## src/design/rwcs_pkg.sv

```systemverilog
// shared types and constants for the riff/wave chunk scanner
// no dependencies; used by the scanner and its checker
package rwcs_pkg;

    localparam int unsigned OFFSET_BITS_DEF = 32;
    localparam int unsigned OUT_WIDTH       = 32;

    // chunk and signature ids, little-endian as they sit in the header word
    localparam logic [31:0] ID_RIFF = 32'h4646_4952;
    localparam logic [31:0] ID_WAVE = 32'h4556_4157;
    localparam logic [31:0] ID_FMT  = 32'h2074_6D66;
    localparam logic [31:0] ID_DATA = 32'h6174_6164;

    localparam int unsigned RIFF_LAST_IDX   = 3;
    localparam int unsigned FILE_HEADER_LEN = 12;
    localparam logic [31:0] MIN_FMT_SIZE    = 32'd16;
    localparam logic [15:0] TAG_PCM         = 16'd1;
    localparam logic [15:0] TAG_MP3         = 16'd85;

    typedef enum logic [3:0] {
        ST_OK        = 4'd0,
        ST_SHORT_HDR = 4'd1,
        ST_NO_RIFF   = 4'd2,
        ST_NO_WAVE   = 4'd3,
        ST_TRUNC_HDR = 4'd4,
        ST_BEYOND    = 4'd5,
        ST_FMT_SMALL = 4'd6,
        ST_NO_FMT    = 4'd7,
        ST_NO_DATA   = 4'd8,
        ST_BAD_TAG   = 4'd9
    } status_t;

    typedef enum logic [1:0] {
        PH_FILE_HDR  = 2'd0,
        PH_CHUNK_HDR = 2'd1,
        PH_BODY      = 2'd2
    } phase_t;

    typedef enum logic [1:0] {
        CK_OTHER = 2'd0,
        CK_FMT   = 2'd1,
        CK_DATA  = 2'd2
    } chunk_kind_t;

endpackage

```

## src/design/riff_wave_chunk_scanner.sv

```systemverilog
// riff/wave chunk scanner, top level
// depends on rwcs_pkg; checker attached by bind in rwcs_checker.sv
//
// Scans a RIFF/WAVE file that streams in one byte per transaction, with
// s_last_byte on the final byte. It checks the "RIFF" and "WAVE" signatures,
// walks the chunk headers and even-padded bodies, keeps the format tag of the
// last "fmt " chunk and the place and size of the first non-empty "data" chunk,
// and latches the first error in file order. Only the final byte of a file
// produces a result transaction: a status code, and on success either the
// whole file (tag 1, encoding 0) or the data chunk's offset and length
// (tag 85, encoding 1). The RIFF size field is ignored. One byte is taken every
// clock: each byte needs only a position increment, a header shift, a body
// countdown and a few compares, all done in the cycle the byte is accepted.
// The registered result shows on the m_ port in the cycle after the last byte;
// the next file may start in that same cycle, and input stalls only while a
// result waits for m_ready. OFFSET_BITS sets the byte position counter; a file of
// 2^OFFSET_BITS bytes or more reports "chunk beyond payload" unless an earlier
// error was found. All parser state returns to its reset values after each
// last byte.
module riff_wave_chunk_scanner #(
    parameter int unsigned OFFSET_BITS = rwcs_pkg::OFFSET_BITS_DEF
) (
    input  logic        aclk,
    input  logic        aresetn,
    // byte stream in
    input  logic        s_valid,
    output logic        s_ready,
    input  logic [7:0]  s_data_byte,
    input  logic        s_last_byte,
    // result out
    output logic        m_valid,
    input  logic        m_ready,
    output logic [3:0]  m_status,
    output logic        m_encoding,
    output logic [15:0] m_format_tag,
    output logic [31:0] m_out_offset,
    output logic [31:0] m_out_length
);
    import rwcs_pkg::*;

    // parser state
    logic [OFFSET_BITS-1:0] pos_reg,        pos_next;
    phase_t                 phase_reg,      phase_next;
    logic [63:0]            hdr_shift_reg,  hdr_shift_next;
    logic [2:0]             hdr_cnt_reg,    hdr_cnt_next;    // chunk header bytes so far
    logic [32:0]            body_left_reg,  body_left_next;  // padded body bytes left
    logic [1:0]             body_idx_reg,   body_idx_next;   // body bytes seen, saturates at 2
    chunk_kind_t            kind_reg,       kind_next;
    logic [15:0]            tag_reg,        tag_next;
    logic                   tag_seen_reg,   tag_seen_next;
    logic                   data_seen_reg,  data_seen_next;
    logic [OFFSET_BITS-1:0] data_start_reg, data_start_next;
    logic [31:0]            data_len_reg,   data_len_next;
    status_t                err_reg,        err_next;
    logic                   small_fmt_reg,  small_fmt_next;

    // result register
    logic        m_valid_reg;
    status_t     m_status_reg,   m_status_next;
    logic        m_encoding_reg, m_encoding_next;
    logic [15:0] m_tag_reg;
    logic [31:0] m_offset_reg,   m_offset_next;
    logic [31:0] m_length_reg,   m_length_next;

    logic accept;

    // a new byte may enter whenever the result slot is free or draining
    assign s_ready = !m_valid_reg || m_ready;
    assign accept  = s_valid && s_ready;

    // per-byte parse step plus the end-of-file verdict
    always_comb begin
        logic [63:0] shifted;
        logic [31:0] chunk_id;
        logic [31:0] size_word;
        logic        is_small;

        pos_next        = pos_reg;
        phase_next      = phase_reg;
        hdr_shift_next  = hdr_shift_reg;
        hdr_cnt_next    = hdr_cnt_reg;
        body_left_next  = body_left_reg;
        body_idx_next   = body_idx_reg;
        kind_next       = kind_reg;
        tag_next        = tag_reg;
        tag_seen_next   = tag_seen_reg;
        data_seen_next  = data_seen_reg;
        data_start_next = data_start_reg;
        data_len_next   = data_len_reg;
        err_next        = err_reg;
        small_fmt_next  = small_fmt_reg;

        shifted    = {s_data_byte, hdr_shift_reg[63:8]};
        chunk_id   = shifted[31:0];
        size_word  = shifted[63:32];
        is_small   = (chunk_id == ID_FMT) && (size_word < MIN_FMT_SIZE);

        if (pos_reg == '1) begin
            // position counter saturated: file too long
            if (err_reg == ST_OK) begin
                err_next = ST_BEYOND;
            end
        end else begin
            pos_next = pos_reg + OFFSET_BITS'(1);
            if (err_reg == ST_OK) begin
                unique case (phase_reg)
                    PH_FILE_HDR: begin
                        hdr_shift_next = shifted;
                        if (pos_reg == OFFSET_BITS'(RIFF_LAST_IDX)
                            && shifted[63:32] != ID_RIFF) begin
                            err_next = ST_NO_RIFF;
                        end
                        if (pos_reg == OFFSET_BITS'(FILE_HEADER_LEN - 1)) begin
                            if (shifted[63:32] != ID_WAVE) begin
                                err_next = ST_NO_WAVE;
                            end
                            phase_next   = PH_CHUNK_HDR;
                            hdr_cnt_next = '0;
                        end
                    end
                    PH_CHUNK_HDR: begin
                        hdr_shift_next = shifted;
                        if (hdr_cnt_reg == 3'd7) begin
                            // eighth header byte: id and size complete
                            if (chunk_id == ID_FMT) begin
                                kind_next = CK_FMT;
                            end else if (chunk_id == ID_DATA) begin
                                kind_next = CK_DATA;
                            end else begin
                                kind_next = CK_OTHER;
                            end
                            if ((chunk_id == ID_FMT) && !is_small) begin
                                tag_seen_next = 1'b1;
                            end
                            if ((chunk_id == ID_DATA) && (size_word != '0)
                                && !data_seen_reg) begin
                                data_seen_next  = 1'b1;
                                data_start_next = pos_reg + OFFSET_BITS'(1);
                                data_len_next   = size_word;
                            end
                            body_idx_next = '0;
                            hdr_cnt_next  = '0;
                            if (size_word == '0) begin
                                // empty body closes the chunk at once
                                phase_next     = PH_CHUNK_HDR;
                                body_left_next = '0;
                                small_fmt_next = 1'b0;
                                if (is_small) begin
                                    err_next = ST_FMT_SMALL;
                                end
                            end else begin
                                phase_next     = PH_BODY;
                                body_left_next = {1'b0, size_word} + 33'(size_word[0]);
                                small_fmt_next = is_small;
                            end
                        end else begin
                            hdr_cnt_next = hdr_cnt_reg + 3'd1;
                        end
                    end
                    PH_BODY: begin
                        // format tag is the first two body bytes, little-endian
                        if (kind_reg == CK_FMT && !small_fmt_reg) begin
                            if (body_idx_reg == 2'd0) begin
                                tag_next[7:0] = s_data_byte;
                            end else if (body_idx_reg == 2'd1) begin
                                tag_next[15:8] = s_data_byte;
                            end
                        end
                        if (body_idx_reg != 2'd2) begin
                            body_idx_next = body_idx_reg + 2'd1;
                        end
                        body_left_next = body_left_reg - 33'd1;
                        if (body_left_reg == 33'd1) begin
                            phase_next     = PH_CHUNK_HDR;
                            hdr_cnt_next   = '0;
                            small_fmt_next = 1'b0;
                            if (small_fmt_reg) begin
                                err_next = ST_FMT_SMALL;
                            end
                        end
                    end
                    default: begin
                        phase_next = phase_reg;
                    end
                endcase
            end
        end

        // verdict, meaningful only on the last byte
        priority if (pos_next < OFFSET_BITS'(FILE_HEADER_LEN)) begin
            m_status_next = ST_SHORT_HDR;
        end else if (err_next != ST_OK) begin
            m_status_next = err_next;
        end else if (phase_next == PH_CHUNK_HDR && hdr_cnt_next != '0) begin
            m_status_next = ST_TRUNC_HDR;
        end else if (phase_next == PH_BODY) begin
            m_status_next = ST_BEYOND;
        end else if (!tag_seen_next) begin
            m_status_next = ST_NO_FMT;
        end else if (!data_seen_next) begin
            m_status_next = ST_NO_DATA;
        end else if (tag_next != TAG_PCM && tag_next != TAG_MP3) begin
            m_status_next = ST_BAD_TAG;
        end else begin
            m_status_next = ST_OK;
        end

        m_encoding_next = 1'b0;
        m_offset_next   = '0;
        m_length_next   = '0;
        if (m_status_next == ST_OK) begin
            if (tag_next == TAG_PCM) begin
                m_length_next = OUT_WIDTH'(pos_next);
            end else begin
                m_encoding_next = 1'b1;
                m_offset_next   = OUT_WIDTH'(data_start_next);
                m_length_next   = data_len_next;
            end
        end
    end

    // parser state register; each last byte returns it to reset values
    always_ff @(posedge aclk) begin
        if (!aresetn || (accept && s_last_byte)) begin
            pos_reg        <= '0;
            phase_reg      <= PH_FILE_HDR;
            hdr_shift_reg  <= '0;
            hdr_cnt_reg    <= '0;
            body_left_reg  <= '0;
            body_idx_reg   <= '0;
            kind_reg       <= CK_OTHER;
            tag_reg        <= '0;
            tag_seen_reg   <= 1'b0;
            data_seen_reg  <= 1'b0;
            data_start_reg <= '0;
            data_len_reg   <= '0;
            err_reg        <= ST_OK;
            small_fmt_reg  <= 1'b0;
        end else if (accept) begin
            pos_reg        <= pos_next;
            phase_reg      <= phase_next;
            hdr_shift_reg  <= hdr_shift_next;
            hdr_cnt_reg    <= hdr_cnt_next;
            body_left_reg  <= body_left_next;
            body_idx_reg   <= body_idx_next;
            kind_reg       <= kind_next;
            tag_reg        <= tag_next;
            tag_seen_reg   <= tag_seen_next;
            data_seen_reg  <= data_seen_next;
            data_start_reg <= data_start_next;
            data_len_reg   <= data_len_next;
            err_reg        <= err_next;
            small_fmt_reg  <= small_fmt_next;
        end
    end

    // result register: loaded on the last byte, held until taken
    always_ff @(posedge aclk) begin
        if (!aresetn) begin
            m_valid_reg <= 1'b0;
        end else if (accept && s_last_byte) begin
            m_valid_reg <= 1'b1;
        end else if (m_ready) begin
            m_valid_reg <= 1'b0;
        end
    end

    always_ff @(posedge aclk) begin
        if (accept && s_last_byte) begin
            m_status_reg   <= m_status_next;
            m_encoding_reg <= m_encoding_next;
            m_tag_reg      <= tag_next;
            m_offset_reg   <= m_offset_next;
            m_length_reg   <= m_length_next;
        end
    end

    assign m_valid      = m_valid_reg;
    assign m_status     = m_status_reg;
    assign m_encoding   = m_encoding_reg;
    assign m_format_tag = m_tag_reg;
    assign m_out_offset = m_offset_reg;
    assign m_out_length = m_length_reg;

endmodule

```

## config.mk

```make
export PLATFORM = sky130hd
export DESIGN_NAME = riff_wave_chunk_scanner
export DESIGN_NICKNAME = d
export VERILOG_FILES = /design/src/design/rwcs_pkg.sv /design/src/design/riff_wave_chunk_scanner.sv
export SDC_FILE = /design/constraint.sdc
export NUM_CORES = 1
export LEC_CHECK = 0
export CAP_MARGIN = 15
export CORE_MARGIN = 8
export CORE_UTILIZATION = 55
export CTS_BUF_LIST = sky130_fd_sc_hd__clkbuf_4 sky130_fd_sc_hd__clkbuf_8
export DETAILED_ROUTE_END_ITERATION = 7
export DONT_BUFFER_PORTS = 1
export PLACE_DENSITY_LB_ADDON = 0.25
export SLEW_MARGIN = 20
export SYNTH_ARGS = -nofsm -noshare
export SYNTH_HDL_FRONTEND = slang
export SYNTH_SLANG_ARGS = --single-unit
```

## constraint.sdc

```tcl
create_clock -name aclk -period 6.3 [get_ports aclk]
set_input_delay 0.63 -clock aclk [delete_from_list [all_inputs] [get_ports aclk]]
set_output_delay 0.63 -clock aclk [all_outputs]
set_load 0.01 [all_outputs]
```

==> metrics.txt <==
row cnt=61; hold buffer count at cts=0; Gate power share=0.039; DP Cell Count=2075; Seq/Total Area, Yosys=0.446; area grow syn2layout=7.37%; final WL=42900 um; Final Non-Filler Cells=2171; Rel. slew slack=0.262; P_sw=0.982 mW; Setup CP Type=reg -> reg; first-pass GRT wire length=between 60000 and 70000 um; post-CTS resize count=0; CORE AREA=27800 um^2; max reg flops=56; clock buffer depth=3; Post-DRT Antenna Nets=0; die area=approximately 34000 um^2; Post-CTS Setup Bufs=0; post-route clock period utilization=0.842; Iter 0 DRT Violations=1360; RSZ-0062 raised after global routing=false; all-layer global routing usage=0.247; GRT overflow=0; Synth Net Count=roughly 1900; synth warn=0; global placement routability congestion=0.953; Die Wd=184 um; power per standard cell area=253 nW/um^2; layout cell share with drive strength beyond 1=0.122; DR WL/cell=19.8 um; fin crit period=about 5.3 ns; I/O Pins=100; sw frac=0.233; Slew Limit Fails=0; Worst Hold Class=in -> reg; worst hold margin=0.165 ns; clock root cell=clkbuf_8; Sink Count=slightly above 300; First-pass DRT Iterations=6; number of flops mapped to enable cells by yosys=85; Remaining DRCs=0; Int Power=3.23 mW; WP data arrival=5.59 ns; fmax=0.189 GHz; clock share of power=0.465; hold path depth=2; CTS tree=yes; TNS Setup=0 ns; FF-to-FF path depth=10; via count=13200; ys flop type=dfxtp_1; largest net degree at the start of global routing=~110; NumNets Final=1774; syn_area_per_cell=about 8.4 um^2; Inserted Diodes=0; Max-cap violations=0; sequential power share=0.496; Synth cell types=70; flip-flop and latch count after synthesis=around 300; maximum vdd drop=~0.00013 V; Starting Density=0.559; initial antenna violation count=0; number of global-route vias before repair=12127; Post-Syn Instances=between 1500 and 2000; worst slew pin tran=between 1 and 1.5 ns; Die H=184 um; CTS buffer count=between 50 and 60; ys async rst share=0; Worst EP required=roughly 6.6 ns; Worst-Skew Late Latency=0.60 ns; Setup violations, final=0; clock slew at reported path FFs=0.07 ns; CP endpoint kind=flop; clock skew=just over 0.03 ns; CTS HTree Levels=2; CP Max Fanout=65; HPWL after DPL=28400 um; Leak=5.26 nW; DR vias/cell=6.08; Port Buffers=0; startpoint types=flop; mapped cell area=15500 um^2; status=finished, final reports clean; Util after Layout=0.600; Final Hold Viols=0
[metal layers]
metal  routed length, um  vias to the layer above  track usage
met3                3170                      101       0.0460
met5                   0                        -            0
met1               19000                     6249        0.340
met2               19400                      535        0.385
li1                    -                     6315            -
met4                1310                        0       0.0871
[Yosys cell counts, drive strengths merged, types with 10 or more instances]
| library cell | count | share of area |
|---|---|---|
| edfxtp | 85 | 0.16 |
| and3 | 14 | 0.0056 |
| ha | 11 | 0.0089 |
| dfxtp | 218 | 0.28 |
| nand4 | 38 | 0.015 |
| nand2b | 10 | 0.0040 |
| mux2 | 39 | 0.028 |
| nor3 | 89 | 0.040 |
| a211oi | 53 | 0.028 |
| nor2 | 254 | 0.061 |
| nor4 | 33 | 0.015 |
| mux2i | 14 | 0.010 |
| xor2 | 41 | 0.023 |
| xnor2 | 46 | 0.026 |
| clkbuf | 117 | 0.028 |
| a311oi | 24 | 0.018 |
| nand2 | 273 | 0.066 |
| o21ai | 58 | 0.019 |
| a21oi | 181 | 0.058 |
| inv | 28 | 0.0068 |
| nand3 | 39 | 0.013 |
| a22oi | 10 | 0.0048 |
| buf | 46 | 0.017 |
| or3 | 18 | 0.0073 |
[per-stage QoR]
step	setup slack, ns	power, mW	area, um^2
4_1_cts	0.977	4.23	16700
3_5_place_dp	1.02	2.29	15500
3_3_place_gp	1.20	2.29	15500
5_1_grt	0.639	4.34	16700
6_report	0.995	4.21	16700
2_1_floorplan	2.36	2.24	15500
[critical path, stage by stage, from the launching register on]
cell and delay [ns]:
dfxtp_1 0.51, ha_1 0.37, nand4_1 0.29, nor4_2 0.96
nand2_1 0.33, nor2_1 0.31, mux2i_1 0.31, nand4_1 0.13
nor4_1 0.66, or4b_4 0.92, nor3_2 0.12
[power by group through the flow]
stage	logic, mW	registers (mW)	clock network [mW]
floorplan	0.132	2.11	0
global placement	0.160	2.13	0
detailed placement	0.161	2.13	0
CTS	0.162	2.09	1.98
global route	0.179	2.09	2.07
finish	0.163	2.09	1.96
[cells in the final DEF, fill, tap and decap left out, types with 46 or more instances in the layout]
master | netlist | routed
nor3_1 | 54 | 54
dfxtp_1 | 218 | 218
nand2_1 | 273 | 272
a21oi_1 | 181 | 180
nor2_1 | 254 | 252
edfxtp_1 | 85 | 85
xnor2_1 | 46 | 46
o21ai_0 | 58 | 57
clkbuf_8 | 0 | 61
a211oi_1 | 47 | 46
[cells by family (layout without fill, tap and decap cells)]
group	after synthesis	in the layout	share of synthesized area
compound gates	385	385	0.156
xor+xnor	87	87	0.0491
fa+ha+maj	11	11	0.00887
buf+inv	191	143	0.0520
flops	303	303	0.446
mux	53	53	0.0384
simple gates	811	811	0.250
[path summary, 6_finish.rpt]
check / endpoint / from / slack, ns
worst max-delay path: m_out_offset[10]$_SDFFCE_PP0P_ / pos_reg[0]$_SDFFE_PP0P_ / 1.0
worst min-delay path: data_len_reg[28]$_SDFFE_PP0P_ / s_data_byte[4] / 0.17
worst max register to register: m_out_offset[10]$_SDFFCE_PP0P_ / pos_reg[0]$_SDFFE_PP0P_ / 1.0
worst min register to register: hdr_shift_reg[14]$_SDFFE_PP0P_ / hdr_shift_reg[14]$_SDFFE_PP0P_ / 0.45
[layout make-up]
class,count,area (um^2)
fillers,2451,11100
multi-input cells,1347,7850
flip-flops and latches,303,6920
clock buffers,85,1020
well taps,378,473
repair buffers,19,168
clock inverters,11,133
inverters,28,106
Note: power is estimated with default switching activity, not from simulation.
